**config.mk**
```make
export PLATFORM = sky130hd
export DESIGN_NAME = bale_ctrl
export DESIGN_NICKNAME = d
export VERILOG_FILES = /design/src/rtl/core/bale_pkg.sv /design/src/rtl/core/bale_ctrl.sv
export SDC_FILE = /design/constraint.sdc
export NUM_CORES = 1
export LEC_CHECK = 0
export ABC_AREA = 0
export BUFFER_PORTS_ARGS = -buffer_cell sky130_fd_sc_hd__buf_2
export CAP_MARGIN = 20
export CORE_MARGIN = 3
export CORE_UTILIZATION = 55
export CTS_BUF_LIST = sky130_fd_sc_hd__clkbuf_4
export DETAILED_ROUTE_END_ITERATION = 12
export MAX_ROUTING_LAYER = met4
export PLACE_DENSITY_LB_ADDON = 0.3
export REMOVE_ABC_BUFFERS = 1
export SLEW_MARGIN = 20
export SYNTH_ARGS = -nofsm -noshare
export SYNTH_HDL_FRONTEND = slang
export SYNTH_SLANG_ARGS = --single-unit
```
**constraint.sdc**
```tcl
create_clock -name clk -period 4.63 [get_ports clk]
set_input_delay 0.463 -clock clk [delete_from_list [all_inputs] [get_ports clk]]
set_output_delay 0.463 -clock clk [all_outputs]
set_load 0.02 [all_outputs]
```
**src/rtl/core/bale_pkg.sv**
```systemverilog
// Package for the bounded array list engine.
// Holds command, status and opcode constants and the word and control types.
// No dependencies; every other file of the block imports it.
`default_nettype none

package bale_pkg;

	localparam int KEY_W = 32;
	localparam int PAY_W = 32;
	localparam int POS_W = 7;
	localparam int CNT_W = 8;
	localparam int REC_W = KEY_W + PAY_W;

	localparam logic [3:0] CMD_INSERT_AT    = 4'd0;
	localparam logic [3:0] CMD_INSERT_FRONT = 4'd1;
	localparam logic [3:0] CMD_INSERT_BACK  = 4'd2;
	localparam logic [3:0] CMD_REMOVE_AT    = 4'd3;
	localparam logic [3:0] CMD_REMOVE_FRONT = 4'd4;
	localparam logic [3:0] CMD_REMOVE_BACK  = 4'd5;
	localparam logic [3:0] CMD_REMOVE_KEY   = 4'd6;
	localparam logic [3:0] CMD_FIND_KEY     = 4'd7;
	localparam logic [3:0] CMD_READ_AT      = 4'd8;
	localparam logic [3:0] CMD_COUNT_KEY    = 4'd9;

	localparam logic [1:0] STS_OK       = 2'd0;
	localparam logic [1:0] STS_RANGE    = 2'd1;
	localparam logic [1:0] STS_EMPTY    = 2'd2;
	localparam logic [1:0] STS_NOTFOUND = 2'd3;

	localparam logic [2:0] OP_NONE    = 3'd0;
	localparam logic [2:0] OP_UP      = 3'd1;
	localparam logic [2:0] OP_DN      = 3'd2;
	localparam logic [2:0] OP_COMPACT = 3'd3;
	localparam logic [2:0] OP_FIND    = 3'd4;
	localparam logic [2:0] OP_READ    = 3'd5;
	localparam logic [2:0] OP_COUNT   = 3'd6;

	localparam logic [1:0] TOT_NONE = 2'd0;
	localparam logic [1:0] TOT_INC  = 2'd1;
	localparam logic [1:0] TOT_DEC  = 2'd2;
	localparam logic [1:0] TOT_SET  = 2'd3;

	typedef struct packed {
		logic [3:0]             cmd;
		logic signed [KEY_W-1:0] key;
		logic [PAY_W-1:0]       payload;
		logic [POS_W-1:0]       position;
	} bale_req_t;

	typedef struct packed {
		logic [1:0]              status;
		logic signed [KEY_W-1:0] found_key;
		logic [PAY_W-1:0]        found_payload;
		logic [CNT_W-1:0]        match_count;
		logic [CNT_W-1:0]        entry_count;
		logic                    is_empty;
		logic                    is_full;
	} bale_rsp_t;

	typedef struct packed {
		logic       load;
		logic       rd_en;
		logic [2:0] op;
		logic       wr_new;
		logic [1:0] tot_op;
		logic       set_status;
		logic [1:0] status;
		logic       publish;
	} bale_ctl_t;

	typedef struct packed {
		logic hit;
		logic found;
	} bale_sts_t;

endpackage

`default_nettype wire

```
**src/rtl/core/bale_ctrl.sv**
```systemverilog
// Controller of the list engine: decodes a request word, checks bounds,
// sequences the memory walk and hands the result to the response register.
// Depends on bale_pkg; drives bale_datapath through a bale_ctl_t word.
`default_nettype none

module bale_ctrl import bale_pkg::*; #(
	parameter int DEPTH = 128,
	parameter int AW    = $clog2(DEPTH),
	parameter int CW    = $clog2(DEPTH + 1)
) (
	input  wire logic          clk,
	input  wire logic          arst_n,
	input  wire logic          req_valid,
	output logic               req_ready,
	input  wire bale_req_t     req_word,
	output logic               rsp_valid,
	input  wire logic          rsp_ready,
	input  wire logic [CW-1:0] total,
	input  wire bale_sts_t     sts,
	output bale_ctl_t          ctl,
	output logic [AW-1:0]      addr
);

	localparam int XW = (CW > POS_W) ? CW : POS_W;

	localparam logic [2:0] ST_IDLE    = 3'd0;
	localparam logic [2:0] ST_DECIDE  = 3'd1;
	localparam logic [2:0] ST_SCAN    = 3'd2;
	localparam logic [2:0] ST_DRAIN   = 3'd3;
	localparam logic [2:0] ST_FINISH  = 3'd4;
	localparam logic [2:0] ST_PUBLISH = 3'd5;

	logic [2:0]       state_q;
	logic [2:0]       nxt_state;
	logic [3:0]       cmd_q;
	logic [POS_W-1:0] pos_q;
	logic [AW-1:0]    ptr_q;
	logic [AW-1:0]    nxt_ptr;
	logic [AW-1:0]    end_q;
	logic [AW-1:0]    nxt_end;
	logic [AW-1:0]    pe_q;
	logic [AW-1:0]    nxt_pe;
	logic [2:0]       op_q;
	logic [2:0]       nxt_op;
	logic             out_vld_q;

	logic [XW-1:0]    tot_x;
	logic [XW-1:0]    pos_x;
	logic [XW-1:0]    last_x;
	logic [XW-1:0]    ins_x;
	logic [XW-1:0]    rem_x;
	logic             full;
	logic             empty;

	assign tot_x  = XW'(total);
	assign pos_x  = XW'(pos_q);
	assign last_x = tot_x - XW'(1);
	assign full   = (total == CW'(DEPTH));
	assign empty  = (total == '0);
	assign ins_x  = (cmd_q == CMD_INSERT_FRONT) ? '0 :
	                (cmd_q == CMD_INSERT_BACK)  ? tot_x : pos_x;
	assign rem_x  = (cmd_q == CMD_REMOVE_FRONT) ? '0 :
	                (cmd_q == CMD_REMOVE_BACK)  ? last_x : pos_x;

	always_comb begin
		ctl       = '0;
		ctl.op    = op_q;
		addr      = ptr_q;
		nxt_state = state_q;
		nxt_ptr   = ptr_q;
		nxt_end   = end_q;
		nxt_pe    = pe_q;
		nxt_op    = op_q;
		req_ready = (state_q == ST_IDLE);
		case (state_q)
			ST_IDLE: begin
				if (req_valid) begin
					ctl.load  = 1'b1;
					nxt_state = ST_DECIDE;
				end
			end
			ST_DECIDE: begin
				nxt_state = ST_PUBLISH;
				case (cmd_q)
					CMD_INSERT_AT, CMD_INSERT_FRONT, CMD_INSERT_BACK: begin
						if (full || ins_x > tot_x) begin
							ctl.set_status = 1'b1;
							ctl.status     = STS_RANGE;
						end else begin
							nxt_pe = AW'(ins_x);
							if (ins_x == tot_x) begin
								nxt_state = ST_FINISH;
							end else begin
								nxt_ptr   = AW'(last_x);
								nxt_end   = AW'(ins_x);
								nxt_op    = OP_UP;
								nxt_state = ST_SCAN;
							end
						end
					end
					CMD_REMOVE_AT, CMD_REMOVE_FRONT, CMD_REMOVE_BACK: begin
						if (empty) begin
							ctl.set_status = 1'b1;
							ctl.status     = STS_EMPTY;
						end else if (rem_x >= tot_x) begin
							ctl.set_status = 1'b1;
							ctl.status     = STS_RANGE;
						end else if (rem_x == last_x) begin
							nxt_state = ST_FINISH;
						end else begin
							nxt_ptr   = AW'(rem_x + XW'(1));
							nxt_end   = AW'(last_x);
							nxt_op    = OP_DN;
							nxt_state = ST_SCAN;
						end
					end
					CMD_REMOVE_KEY, CMD_FIND_KEY, CMD_COUNT_KEY: begin
						if (empty) begin
							if (cmd_q != CMD_COUNT_KEY) begin
								ctl.set_status = 1'b1;
								ctl.status     = STS_EMPTY;
							end
						end else begin
							nxt_ptr   = '0;
							nxt_end   = AW'(last_x);
							nxt_op    = (cmd_q == CMD_REMOVE_KEY) ? OP_COMPACT :
							            (cmd_q == CMD_FIND_KEY)   ? OP_FIND : OP_COUNT;
							nxt_state = ST_SCAN;
						end
					end
					CMD_READ_AT: begin
						if (empty) begin
							ctl.set_status = 1'b1;
							ctl.status     = STS_EMPTY;
						end else if (pos_x >= tot_x) begin
							ctl.set_status = 1'b1;
							ctl.status     = STS_RANGE;
						end else begin
							nxt_ptr   = AW'(pos_x);
							nxt_end   = AW'(pos_x);
							nxt_op    = OP_READ;
							nxt_state = ST_SCAN;
						end
					end
					default: begin
						nxt_state = ST_PUBLISH;
					end
				endcase
			end
			ST_SCAN: begin
				ctl.rd_en = 1'b1;
				if (ptr_q == end_q) begin
					nxt_state = ST_DRAIN;
				end else if (op_q == OP_UP) begin
					nxt_ptr = ptr_q - AW'(1);
				end else begin
					nxt_ptr = ptr_q + AW'(1);
				end
			end
			ST_DRAIN: begin
				nxt_state = ST_FINISH;
			end
			ST_FINISH: begin
				nxt_state = ST_PUBLISH;
				case (cmd_q)
					CMD_INSERT_AT, CMD_INSERT_FRONT, CMD_INSERT_BACK: begin
						ctl.wr_new = 1'b1;
						ctl.tot_op = TOT_INC;
						addr       = pe_q;
					end
					CMD_REMOVE_AT, CMD_REMOVE_FRONT, CMD_REMOVE_BACK: begin
						ctl.tot_op = TOT_DEC;
					end
					CMD_REMOVE_KEY: begin
						ctl.tot_op     = TOT_SET;
						ctl.set_status = 1'b1;
						ctl.status     = sts.hit ? STS_OK : STS_NOTFOUND;
					end
					CMD_FIND_KEY: begin
						ctl.set_status = 1'b1;
						ctl.status     = sts.found ? STS_OK : STS_NOTFOUND;
					end
					default: begin
						ctl.tot_op = TOT_NONE;
					end
				endcase
			end
			ST_PUBLISH: begin
				if (!out_vld_q || rsp_ready) begin
					ctl.publish = 1'b1;
					nxt_state   = ST_IDLE;
				end
			end
			default: begin
				nxt_state = ST_IDLE;
			end
		endcase
	end

	always_ff @(posedge clk or negedge arst_n) begin
		if (!arst_n) begin
			state_q   <= ST_IDLE;
			cmd_q     <= '0;
			pos_q     <= '0;
			ptr_q     <= '0;
			end_q     <= '0;
			pe_q      <= '0;
			op_q      <= OP_NONE;
			out_vld_q <= 1'b0;
		end else begin
			state_q <= nxt_state;
			ptr_q   <= nxt_ptr;
			end_q   <= nxt_end;
			pe_q    <= nxt_pe;
			op_q    <= nxt_op;
			if (ctl.load) begin
				cmd_q <= req_word.cmd;
				pos_q <= req_word.position;
			end
			if (ctl.publish) begin
				out_vld_q <= 1'b1;
			end else if (rsp_ready) begin
				out_vld_q <= 1'b0;
			end
		end
	end

	assign rsp_valid = out_vld_q;

	a_accept_decode: assert property (@(posedge clk) disable iff (!arst_n)
		(req_valid && req_ready) |=> (state_q == ST_DECIDE))
		else $error("accepted word not decoded next cycle");

	a_publish_valid: assert property (@(posedge clk) disable iff (!arst_n)
		ctl.publish |=> out_vld_q)
		else $error("published result not presented");

endmodule

`default_nettype wire

```
# Word level (Yosys, flattened, before mapping)
# Cells that the tools add are included.
# Widths: inputs -> output; s select.
# word_totals
latch_bits	0
elab_cells	144
ramBits	0
rom_bits	0
memories	0
register_bits	39
# classes
n_eq_ne	41
bitwise_logic	1
addsub	4
magnitude_cmp	3
multipliers	0
reduce_logical	16
n_shift	0
mux	71
div	0
# ops
operator	n
$mux 7	18
$mux 3	28
$pmux 7 s4	2
$pmux 3 s4	3
$mux 8	4
$ne 2x2->1 const B	12
$ne 3x3->1 const B	8
$pmux 3 s6	1
$eq 4x3->1 const B	4
$eq 8x8->1	2
$add 7x1->7 const B	2
$pmux 7 s2	1
$pmux 3 s2	2
$reduce_and 11->1	1
$reduce_and 10->1	1
$reduce_or 3->1	3
$eq 4x2->1 const B	2
$eq 4x4->1 const B	2
$eq 8x8->1 const B	1
$ge 7x8->1	1
$ge 8x8->1	1
$gt 8x8->1	1
$logic_not 8->1	1
$mux 1	8
other kinds (19)	27

# Logic depth before layout (Yosys ltp)
# Gate-level depths: netlist (run 1).
# logic_depth
depth_word	9
mapped_depth	16
depth_no_buf	14

# Least setup slack after synthesis (run 1)
# Ideal clock, no wire load.
# synth_timing
path_kind	in2out
from	in total[1]
to	out ctl[1] (netlist name)
t_required_ns	4.167
t_arrival_ns	2.995
cell_stages	13
path_slack_ns	1.172
path_cell_list	inv_1 -> ha_1 -> nor3b_2 -> xnor2_2 -> o21ai_0 -> ha_1 -> o21ai_0 -> nor3_1 -> o211ai_1 -> a21o_2 -> nand2b_1 -> a21oi_1 -> o21ai_0
# synth_rtl
item	line_no	text
start: declaration	bale_ctrl.sv:18	input wire logic [CW-1:0] total,
end: declaration	bale_ctrl.sv:20	output bale_ctl_t ctl,

==> reports/summary.txt, run 1 <==
CTS Root Cell = clkbuf_4
Seq/Total Area, Yosys = 0.254
syn_area_per_cell = 8.53 sq um
pwr dens = 815 nW/um^2
Congestion Overflow GR = 0
RSZ-0062 raised after global routing = false
TritonCTS clock tree = done
synthesized flop and latch total = 39
Post-synth EDFFs = 0
top cells by area, synth = dfrtp_1 25%, ha_1 9.4%, nand2_1 6.5%, mux2_2 5.3%, a21oi_1 3.8%
Core Footprint = 6570 sq um
CTS max path bufs = 2
GPL Wtd Cong = 0.997
status = complete, no violations
initial antenna violation count = 0
GR Util All Layers = 0.312
count of final hold-check violations = 0
Layout Utilization = 0.649
Critical Path AT = 3.88 ns
top cell type's share of synthesized area = 0.254
drt first-iter violations = 418
hpwl dp = 8.97 mm
clock insertion delay at the later pin of the skew report = 0.37 ns
antenna cells = 0
CTS Hold Bufs = 0
starting density of the core = 0.585
Worst IR Drop VDD = 0.434 mV
DRC = 0
multi-input logic area = 2700 sq um
final setup violation count = 0
Max-slew headroom = 0.337
Cell variety after synth = 77
total CTS buffers = 5
htree depth = 2
endpoint class of the critical path = primary output
clk slew on worst S/H paths = 0.13 ns
Area Overhead vs Synth = 10.9%
total power = 3.48 mW
Critical Path Start Type = register
Reg2Reg Launch Point = cmd_q[2]
Die X = 89.6 um
Crit Path Class = reg2out
vias in the first global route = 3536
via density per instance = 6.37
Worst Path Max Fanout = 9
ys async rst share = 1.00
Crit path required time = 4.17 ns
Die Ht = 89.6 um
Post-synth top cells = 67 x nand2_1, 39 x dfrtp_1, 29 x a21oi_1, 29 x ha_1, 28 x o21ai_0
post-route cell area = 4270 sq um
post-CTS setup repair buffer count = 0
fmax = 230 MHz
first-pass GRT wire length = 18.3 mm
Vias = 3737
crit path launch = cmd_q[2]
final clock skew = 0.00723 ns
Yosys warnings = 0
Seq. cell area = 976 sq um
Period minus WS final = 4.34 ns
leakage = 1.91 nW
largest net degree at the start of global routing = 40
Mapped Cells = 451
TNS Setup = 0 ns
Post-DRT Antenna Nets = 0
row cnt = 29
post-place instance area = 4180 sq um
Hold Path Class = in2async
DR pass1 iterations = 6
Final Cycle Share = 0.938
die footprint = 8030 sq um
final non-filler cell total = 587
wire length per cell = 19.8 um
count leader, synth = nand2_1
cell area after synthesis = 3840 sq um
io pins = 110
Slew @ Worst Pin = 0.992 ns
Max-Cap Viols = 0
CTS Sinks = 39
post-CTS sizing = 0
PortBufs = 45
layout cells sized above 1 = 0.231
leading area contributor after synthesis = dfrtp_1
Worst R2R Setup Slack = 0.50 ns
Final Net Count = 612
Slew Limit Fails = 0
ys flop type = dfrtp_1
Filler Cell Count = 573
drt total wl = 11.6 mm
dpl cells = 579
cell type report:
class,instances,share of cell area
repair buffers,57,0.0739
clock inverters,3,0.0109
multi-input cells,370,0.633
well taps,93,0.0273
inverters,20,0.0176
clock buffers,5,0.00880
flip-flops and latches,39,0.229
final timing paths:
path	endpoint	cells past startpoint
worst max-delay path	ctl[3]	14
worst min-delay path	ptr_q[6]	1
worst max register to register	end_q[0]	14
worst min register to register	pe_q[0]	2
max in group asynchronous	end_q[6]	1
min in group clk	cmd_q[1]	3
power breakdown:
| part | leakage (nW) | total [mW] | switching (mW) | internal [mW] |
|---|---|---|---|---|
| logic | 1.39 | 2.50 | 1.45 | 1.05 |
| clock network | 0.0418 | 0.248 | 0.132 | 0.115 |
| registers | 0.477 | 0.731 | 0.222 | 0.509 |
logic make-up after synthesis:
logic type	after synthesis	share of synthesized area
muxes	31	0.0986
buffers and inverters	42	0.0459
xor gates and xnor gates	24	0.0586
and+or+nand+nor	155	0.206
DFF	39	0.254
adders and majority gates	30	0.0996
AOI/OAI and AO/OA	130	0.237
registers in the layout, indices dropped and copies added (netlist names):
name / count
rsp_valid: 1
state_q: 3
cmd_q: 4
pos_q: 7
ptr_q: 7
op_q: 3
end_q: 7
pe_q: 7
through the flow:
stage | hold slack, ns | setup slack (ns)
global route | 0.266 | 0.0586
global placement | 0.474 | 0.611
finish | 0.202 | 0.288
floorplan | 0.167 | 1.00
detailed placement | 0.487 | 0.614
CTS | 0.235 | 0.324
critical path: stages (launching register included):
cell and delay (ns):
dfrtp_1 0.40, inv_1 0.20, nand2_1 0.29, a2bb2oi_1 0.21, o21ai_0 0.63, ha_1 0.38, a211oi_1 0.20, nor2_1 0.08
nor2_1 0.16, a21oi_1 0.09, a31oi_1 0.23, nor2_1 0.16, nor3_1 0.21, o22ai_1 0.11, buf_2 0.17
layer usage:
metal | global-route usage | wire length, um | vias up
met2 | 0.485 | 5310 | 222
met3 | 0.0557 | 1120 | 41
met4 | 0.0731 | 329 | 0
met5 | - | 0 | -
met1 | 0.424 | 4840 | 1741
li1 | - | - | 1733
placed cells by master, fill, tap and decap left out, drive strengths merged, types with 3 or more instances in the layout:
master    n
xnor2    15
nor2b     3
nand4     5
a21o      7
inv      20
nand3    11
a221o     3
a31oi     6
nor3      9
buf      57
nor2     28
dfrtp    39
nand2    67
nor4      5
mux2i     3
and2      6
xor2      9
nand2b    6
a211oi    5
o31ai     3
ha       29
o21a      3
a21oi    31
nand3b    3
mux2     28
nor3b     4
o21ai    30
a2bb2oi   6
o221ai    5
a221oi    3
o211ai    6
clkbuf    5
Power figures use the tool's default switching activity.
==> run 2: changes to the inputs <==
--- a/config.mk
+++ b/config.mk
@@ -9,8 +9,8 @@
 export BUFFER_PORTS_ARGS = -buffer_cell sky130_fd_sc_hd__buf_2
 export CAP_MARGIN = 20
 export CORE_MARGIN = 3
-export CORE_UTILIZATION = 55
-export CTS_BUF_LIST = sky130_fd_sc_hd__clkbuf_4
+export CORE_UTILIZATION = 54
+export CTS_BUF_LIST = sky130_fd_sc_hd__clkbuf_8 sky130_fd_sc_hd__clkbuf_16
 export DETAILED_ROUTE_END_ITERATION = 12
 export MAX_ROUTING_LAYER = met4
 export PLACE_DENSITY_LB_ADDON = 0.3
==> reports/summary.txt, run 2 (synthesis results as in run 1) <==
Filler Cell Count = 605 (+5.6%)
CTS Hold Bufs = 0 (unchanged)
TritonCTS clock tree = done
antenna cells = 0 (unchanged)
post-CTS setup repair buffer count = 0 (unchanged)
first-pass GRT wire length = 18.1 mm (-1.1%)
switch share = 0.514 (-0.00498)
Place WS = 0.590 ns (-0.0233 ns)
Final Cycle Share = 0.929 (-0.00840)
htree depth = 2 (unchanged)
wire length per cell = 19.3 um (-2.3%)
Crit Path Class = reg2out
final clock skew = 0.00830 ns (+0.00107 ns)
Worst R2R Setup Slack = 0.64 ns (+0.14 ns)
Max-Cap Viols = 0 (unchanged)
total CTS buffers = 5 (unchanged)
Seq. cell area = 976 sq um (unchanged)
initial antenna violation count = 0 (unchanged)
count of final hold-check violations = 0 (unchanged)
Die Ht = 90.4 um (+0.86%)
Layout Utilization = 0.626 (-0.0234)
Die X = 90.4 um (+0.86%)
pwr dens = 817 nW/um^2 (+0.20%)
Comb pwr share = 0.702 (-0.016)
GPL Wtd Cong = 0.994 (-0.26%)
vias in the first global route = 3467 (-2.0%)
status = complete, no violations
via density per instance = 6.38 (+0.26%)
Period minus WS final = 4.30 ns (-0.0389 ns)
row cnt = 30 (+3.4%)
Critical Path AT = 3.84 ns (-0.04 ns)
Vias = 3753 (+0.43%)
leading cell type in the layout, fill and taps excluded = nand2_1
TNS Setup = 0 ns (unchanged)
drt total wl = 11.3 mm (-2.2%)
Core Footprint = 6830 sq um (+4.0%)
clk slew on worst S/H paths = 0.08 ns (-0.05 ns)
Sw Pwr = 1.80 mW (-0.50%)
Area Overhead vs Synth = 11.2%
Final Net Count = 610 (-0.33%)
post-CTS sizing = 0 (unchanged)
DRC = 0 (unchanged)
largest net degree at the start of global routing = 40 (unchanged)
CTS Sinks = 39 (unchanged)
endpoint class of the critical path = primary output
CTS Root Cell = clkbuf_8
DR pass1 iterations = 6 (unchanged)
io pins = 110 (unchanged)
crit path launch = cmd_q[1]
Slew Limit Fails = 0 (unchanged)
final setup violation count = 0 (unchanged)
fmax = 232 MHz (+0.90%)
Slew @ Worst Pin = 1.04 ns (+0.0516 ns)
internal cell power = 1.70 mW (+1.5%)
GR Util All Layers = 0.284 (-0.0279)
PortBufs = 45 (unchanged)
Seq pwr share = 0.214 (+0.004)
Post-DRT Antenna Nets = 0 (unchanged)
commonest non-fill, non-tap cells in the layout = 67 x nand2_1, 45 x buf_2, 39 x dfrtp_1, 29 x a21oi_1, 29 x ha_1
Worst Path Max Fanout = 13 (+4)
Critical Path Start Type = register
starting density of the core = 0.563 (-0.0226)
hpwl dp = 8.68 mm (-3.2%)
worst setup margin = 0.327 ns (+0.0389 ns)
RSZ-0062 raised after global routing = false
multi-input logic area = 2690 sq um (-0.23%)
Clock Power Share = 0.083 (+0.012)
die footprint = 8170 sq um (+1.7%)
CTS max path bufs = 2 (unchanged)
leakage = 1.91 nW (+0.22%)
Congestion Overflow GR = 0 (unchanged)
clock insertion delay at the later pin of the skew report = 0.30 ns (-0.07 ns)
Max-slew headroom = 0.303 (-0.0345)
Reg2Reg Launch Point = cmd_q[1]
Crit path required time = 4.17 ns (about the same)
Worst IR Drop VDD = 0.463 mV (+6.5%)
drt first-iter violations = 473 (+13%)
layout cells sized above 1 = 0.226 (-0.00516)
Hold Path Class = in2async
## run 2: cell count changes in the layout (fill, tap and decap cells not counted), sizes merged
cell	delta
buf	-2
clkinv	+2
clkinvlp	-1
inv	-1
## run 2: final cells by class
cell class | count | area share
Sequential cell | 39 | 0.228
Clock inverter | 3 | 0.0102
Multi-Input combinational cell | 370 | 0.630
Timing Repair Buffer | 55 | 0.0702
Clock buffer | 5 | 0.0161
Tap cell | 96 | 0.0281
Inverter | 20 | 0.0176
## run 2: path summary, 6_finish.rpt
| kind | to | cells past startpoint |
|---|---|---|
| worst max-delay path | ctl[3] | 13 |
| worst min-delay path | state_q[0] | 1 |
| worst max register to register | end_q[0] | 13 |
| worst min register to register | pe_q[0] | 2 |
| max in group asynchronous | cmd_q[3] | 1 |
| min in group clk | pos_q[0] | 3 |
## run 2: critical path: stages, from the launching register on
cell and delay [ns]:
dfrtp_1 0.53, buf_4 0.26, nor3b_2 0.25, mux2i_1 0.49, ha_1 0.35, nand2b_1 0.15, a2111oi_0 0.40, nor3_1 0.12
o211ai_1 0.21, a21o_2 0.20, nand2b_1 0.10, nor3_1 0.18, o22ai_1 0.13, buf_2 0.18
## run 2: metrics by stage
step                hold WS, ns  area, sq um  total power, mW  instances
floorplan                 0.167         3740             2.45        429
global placement          0.474         4160             3.06        580
detailed placement        0.479         4160             3.13        580
CTS                       0.304         4280             3.43        588
global route              0.333         4280             3.75        588
finish                    0.271         4280             3.49        588
## run 2: layer usage
layer,global-route usage,wire length (um),vias to the layer above
met4,0.102,351,0
met2,0.419,5030,233
li1,-,-,1741
met5,-,0,-
met3,0.0533,1140,41
met1,0.391,4820,1738
## run 2: power by group through the flow
stage / Combinational [mW] / Sequential, mW / Clock, mW
floorplan: 1.72 / 0.730 / 0
global placement: 2.33 / 0.736 / 0
detailed placement: 2.39 / 0.744 / 0
CTS: 2.40 / 0.737 / 0.291
global route: 2.67 / 0.767 / 0.308
finish: 2.45 / 0.749 / 0.291
==> run 3: changes to the inputs <==
--- a/config.mk
+++ b/config.mk
@@ -5,9 +5,10 @@
 export SDC_FILE = /design/constraint.sdc
 export NUM_CORES = 1
 export LEC_CHECK = 0
-export ABC_AREA = 0
+export ABC_AREA = 1
 export BUFFER_PORTS_ARGS = -buffer_cell sky130_fd_sc_hd__buf_2
 export CAP_MARGIN = 20
+export CORE_ASPECT_RATIO = 1.25
 export CORE_MARGIN = 3
 export CORE_UTILIZATION = 54
 export CTS_BUF_LIST = sky130_fd_sc_hd__clkbuf_8 sky130_fd_sc_hd__clkbuf_16
==> reports/summary.txt, run 3 <==
status = complete, no violations
Mapped Cells = 584 (+29%)
Filler Cell Count = 655 (+8.3%)
cell area after synthesis = 3850 sq um (about the same)
endpoint class of the critical path = primary output
total CTS buffers = 5 (unchanged)
row cnt = 33 (+10%)
Die Ht = 100 um (+11%)
post-CTS setup repair buffer count = 0 (unchanged)
io pins = 110 (unchanged)
TritonCTS clock tree = done
drt first-iter violations = 270 (-43%)
starting density of the core = 0.572 (+0.00885)
Final Net Count = 747 (+22%)
CTS max path bufs = 2 (unchanged)
Post-synth top cells = 179 x nand2_1, 73 x inv_1, 40 x o21ai_0
Worst IR Drop VDD = 0.317 mV (-31%)
clock insertion delay at the later pin of the skew report = 0.30 ns (about the same)
Max-slew headroom = 0.402 (+0.0991)
gr busiest metal = met2
syn_area_per_cell = 6.59 sq um (-23%)
layout cells sized above 1 = 0.157 (-0.0682)
htree depth = 2 (unchanged)
DRC = 0 (unchanged)
hpwl dp = 8.35 mm (-3.8%)
Period minus WS final = 3.94 ns (-0.363 ns)
Slew Limit Fails = 0 (unchanged)
Congestion Overflow GR = 0 (unchanged)
CTS Hold Bufs = 0 (unchanged)
post-CTS sizing = 0 (unchanged)
Max-Cap Viols = 0 (unchanged)
vias in the first global route = 3677 (+6.1%)
DR pass1 iterations = 5 (-1)
Place WS = 1.11 ns (+0.517 ns)
GPL Wtd Cong = 0.986 (-0.79%)
Cell variety after synth = 45 (-42%)
Seq/Total Area, Yosys = 0.254 (about the same)
first-pass GRT wire length = 17.1 mm (-5.6%)
Vias = 3937 (+4.9%)
Area Overhead vs Synth = 10.7%
ys flop type = dfrtp_1
final clock skew = 0.00575 ns (-0.00255 ns)
via density per instance = 5.50 (-14%)
Yosys warnings = 0 (unchanged)
crit path launch = cmd_q[2]
Final Cycle Share = 0.851 (-0.0783)
Post-synth EDFFs = 0 (unchanged)
CTS Sinks = 39 (unchanged)
leakage = 2.30 nW (+20%)
drt total wl = 10.5 mm (-7.7%)
Worst R2R Setup Slack = 1.18 ns (+0.54 ns)
Reg2Reg Launch Point = cmd_q[2]
worst r2r dst = pe_q[6]
count leader, synth = nand2_1
GR met3 Demand/Resource = 0.0305 (-0.0228)
Core Footprint = 6730 sq um (-1.5%)
initial antenna violation count = 0 (unchanged)
CTS Root Cell = clkbuf_8
Critical Path Start Type = register
worst setup margin = 0.690 ns (+0.363 ns)
leading area contributor after synthesis = dfrtp_1
GR Util All Layers = 0.277 (-0.00710)
ys async rst share = 1.00 (unchanged)
worst reg2reg path depth = 15 (+2)
TNS Setup = 0 ns (unchanged)
pwr dens = 750 nW/um^2 (-8.2%)
die footprint = 8180 sq um (+0.14%)
commonest non-fill, non-tap cells in the layout = 179 x nand2_1, 74 x inv_1, 45 x buf_2, 40 x o21ai_0
synthesized flop and latch total = 39 (unchanged)
leading cell type in the layout, fill and taps excluded = nand2_1
Worst Path Max Fanout = 14 (+1)
wire length per cell = 14.6 um (-24%)
count of final hold-check violations = 0 (unchanged)
Post-DRT Antenna Nets = 0 (unchanged)
Hold Path Class = in2async
PortBufs = 45 (unchanged)
Die X = 81.5 um (-9.8%)
top cells by area, synth = dfrtp_1 25%, nand2_1 17%, ha_1 9.4%, inv_1 7.1%, o21ai_0 5.2%
fmax = 254 MHz (+9.2%)
RSZ-0062 raised after global routing = false
Critical Path AT = 3.48 ns (-0.36 ns)
antenna cells = 0 (unchanged)
Slew @ Worst Pin = 0.897 ns (-0.146 ns)
GRT met2 Usage = 0.465 (+0.0467)
final setup violation count = 0 (unchanged)
Crit Path Class = reg2out
largest net degree at the start of global routing = 40 (unchanged)
Crit path required time = 4.17 ns (about the same)
clk slew on worst S/H paths = 0.08 ns (about the same)
top cell type's share of synthesized area = 0.254 (about the same)
routing usage on met1 = 0.334 (-0.0564)
-- run 3: power by group --
| group | switching (mW) | total, mW | internal (mW) |
|---|---|---|---|
| Sequential | 0.168 | 0.670 | 0.501 |
| Clock | 0.132 | 0.346 | 0.213 |
| Combinational | 1.43 | 2.18 | 0.747 |
| Total | 1.73 | 3.19 | 1.46 |
-- run 3: worst max-delay path by stage --
stage / end / slack (ns) / cells past startpoint
2_1_floorplan: pe_q[1] / 1.27 / 14
3_3_place_gp: ctl[3] / 1.12 / 17
3_5_place_dp: ctl[3] / 1.11 / 17
4_1_cts: ctl[3] / 0.74 / 17
5_1_grt: ctl[3] / 0.46 / 17
6_report: ctl[3] / 0.69 / 17
-- run 3: worst max-delay path, stage by stage, from the launching register on --
cell,delay (ns)
dfrtp_1,0.44
nor2_1,0.21
inv_1,0.10
nor2_1,0.11
buf_4,0.20
o21ai_0,0.09
a21oi_1,0.31
ha_1,0.20
nand2_1,0.06
nor3_1,0.33
nand4_1,0.29
nand2_1,0.14
nand2_1,0.09
a21oi_1,0.19
nand4_1,0.11
nand2_1,0.07
o21ai_0,0.07
buf_2,0.16
-- run 3: cell families (layout without fill, tap and decap cells) --
family                     count (synthesis)  count (layout)  synth area share
buffers and inverters                     92             137            0.0985
muxes                                      3               3           0.00878
adders and majority gates                 30              30            0.0995
DFF                                       39              39             0.254
and+or+nand+nor                          301             301             0.349
xor gates and xnor gates                  14              14            0.0319
AOI/OAI and AO/OA                        105             105             0.159
-- run 3: stage by stage --
| stage | util | area [sq um] | std cells | hold slack (ns) | power, mW |
|---|---|---|---|---|---|
| after floorplan | - | 3780 | 574 | 0.167 | 2.27 |
| after global placement | 0.613 | 4130 | 708 | 0.475 | 2.76 |
| after detailed placement | 0.613 | 4130 | 708 | 0.486 | 2.82 |
| after CTS | 0.633 | 4260 | 716 | 0.321 | 3.18 |
| after global routing | 0.633 | 4260 | 716 | 0.354 | 3.51 |
| final | 0.633 | 4260 | 716 | 0.286 | 3.19 |
-- run 3: layout make-up --
cell class                      instances  area [sq um]  share of cell area
Multi-Input combinational cell        453          2490               0.585
Sequential cell                        39           976               0.229
Inverter                               82           308              0.0723
Timing Repair Buffer                   47           240              0.0564
Tap cell                               87           109              0.0256
Clock buffer                            5          68.8              0.0162
Clock inverter                          3          63.8              0.0150
-- run 3: metal layers --
metal	wire length, um	vias to the layer above
met5	0	-
met3	611	29
li1	-	1987
met1	4350	1770
met4	349	0
met2	5160	151
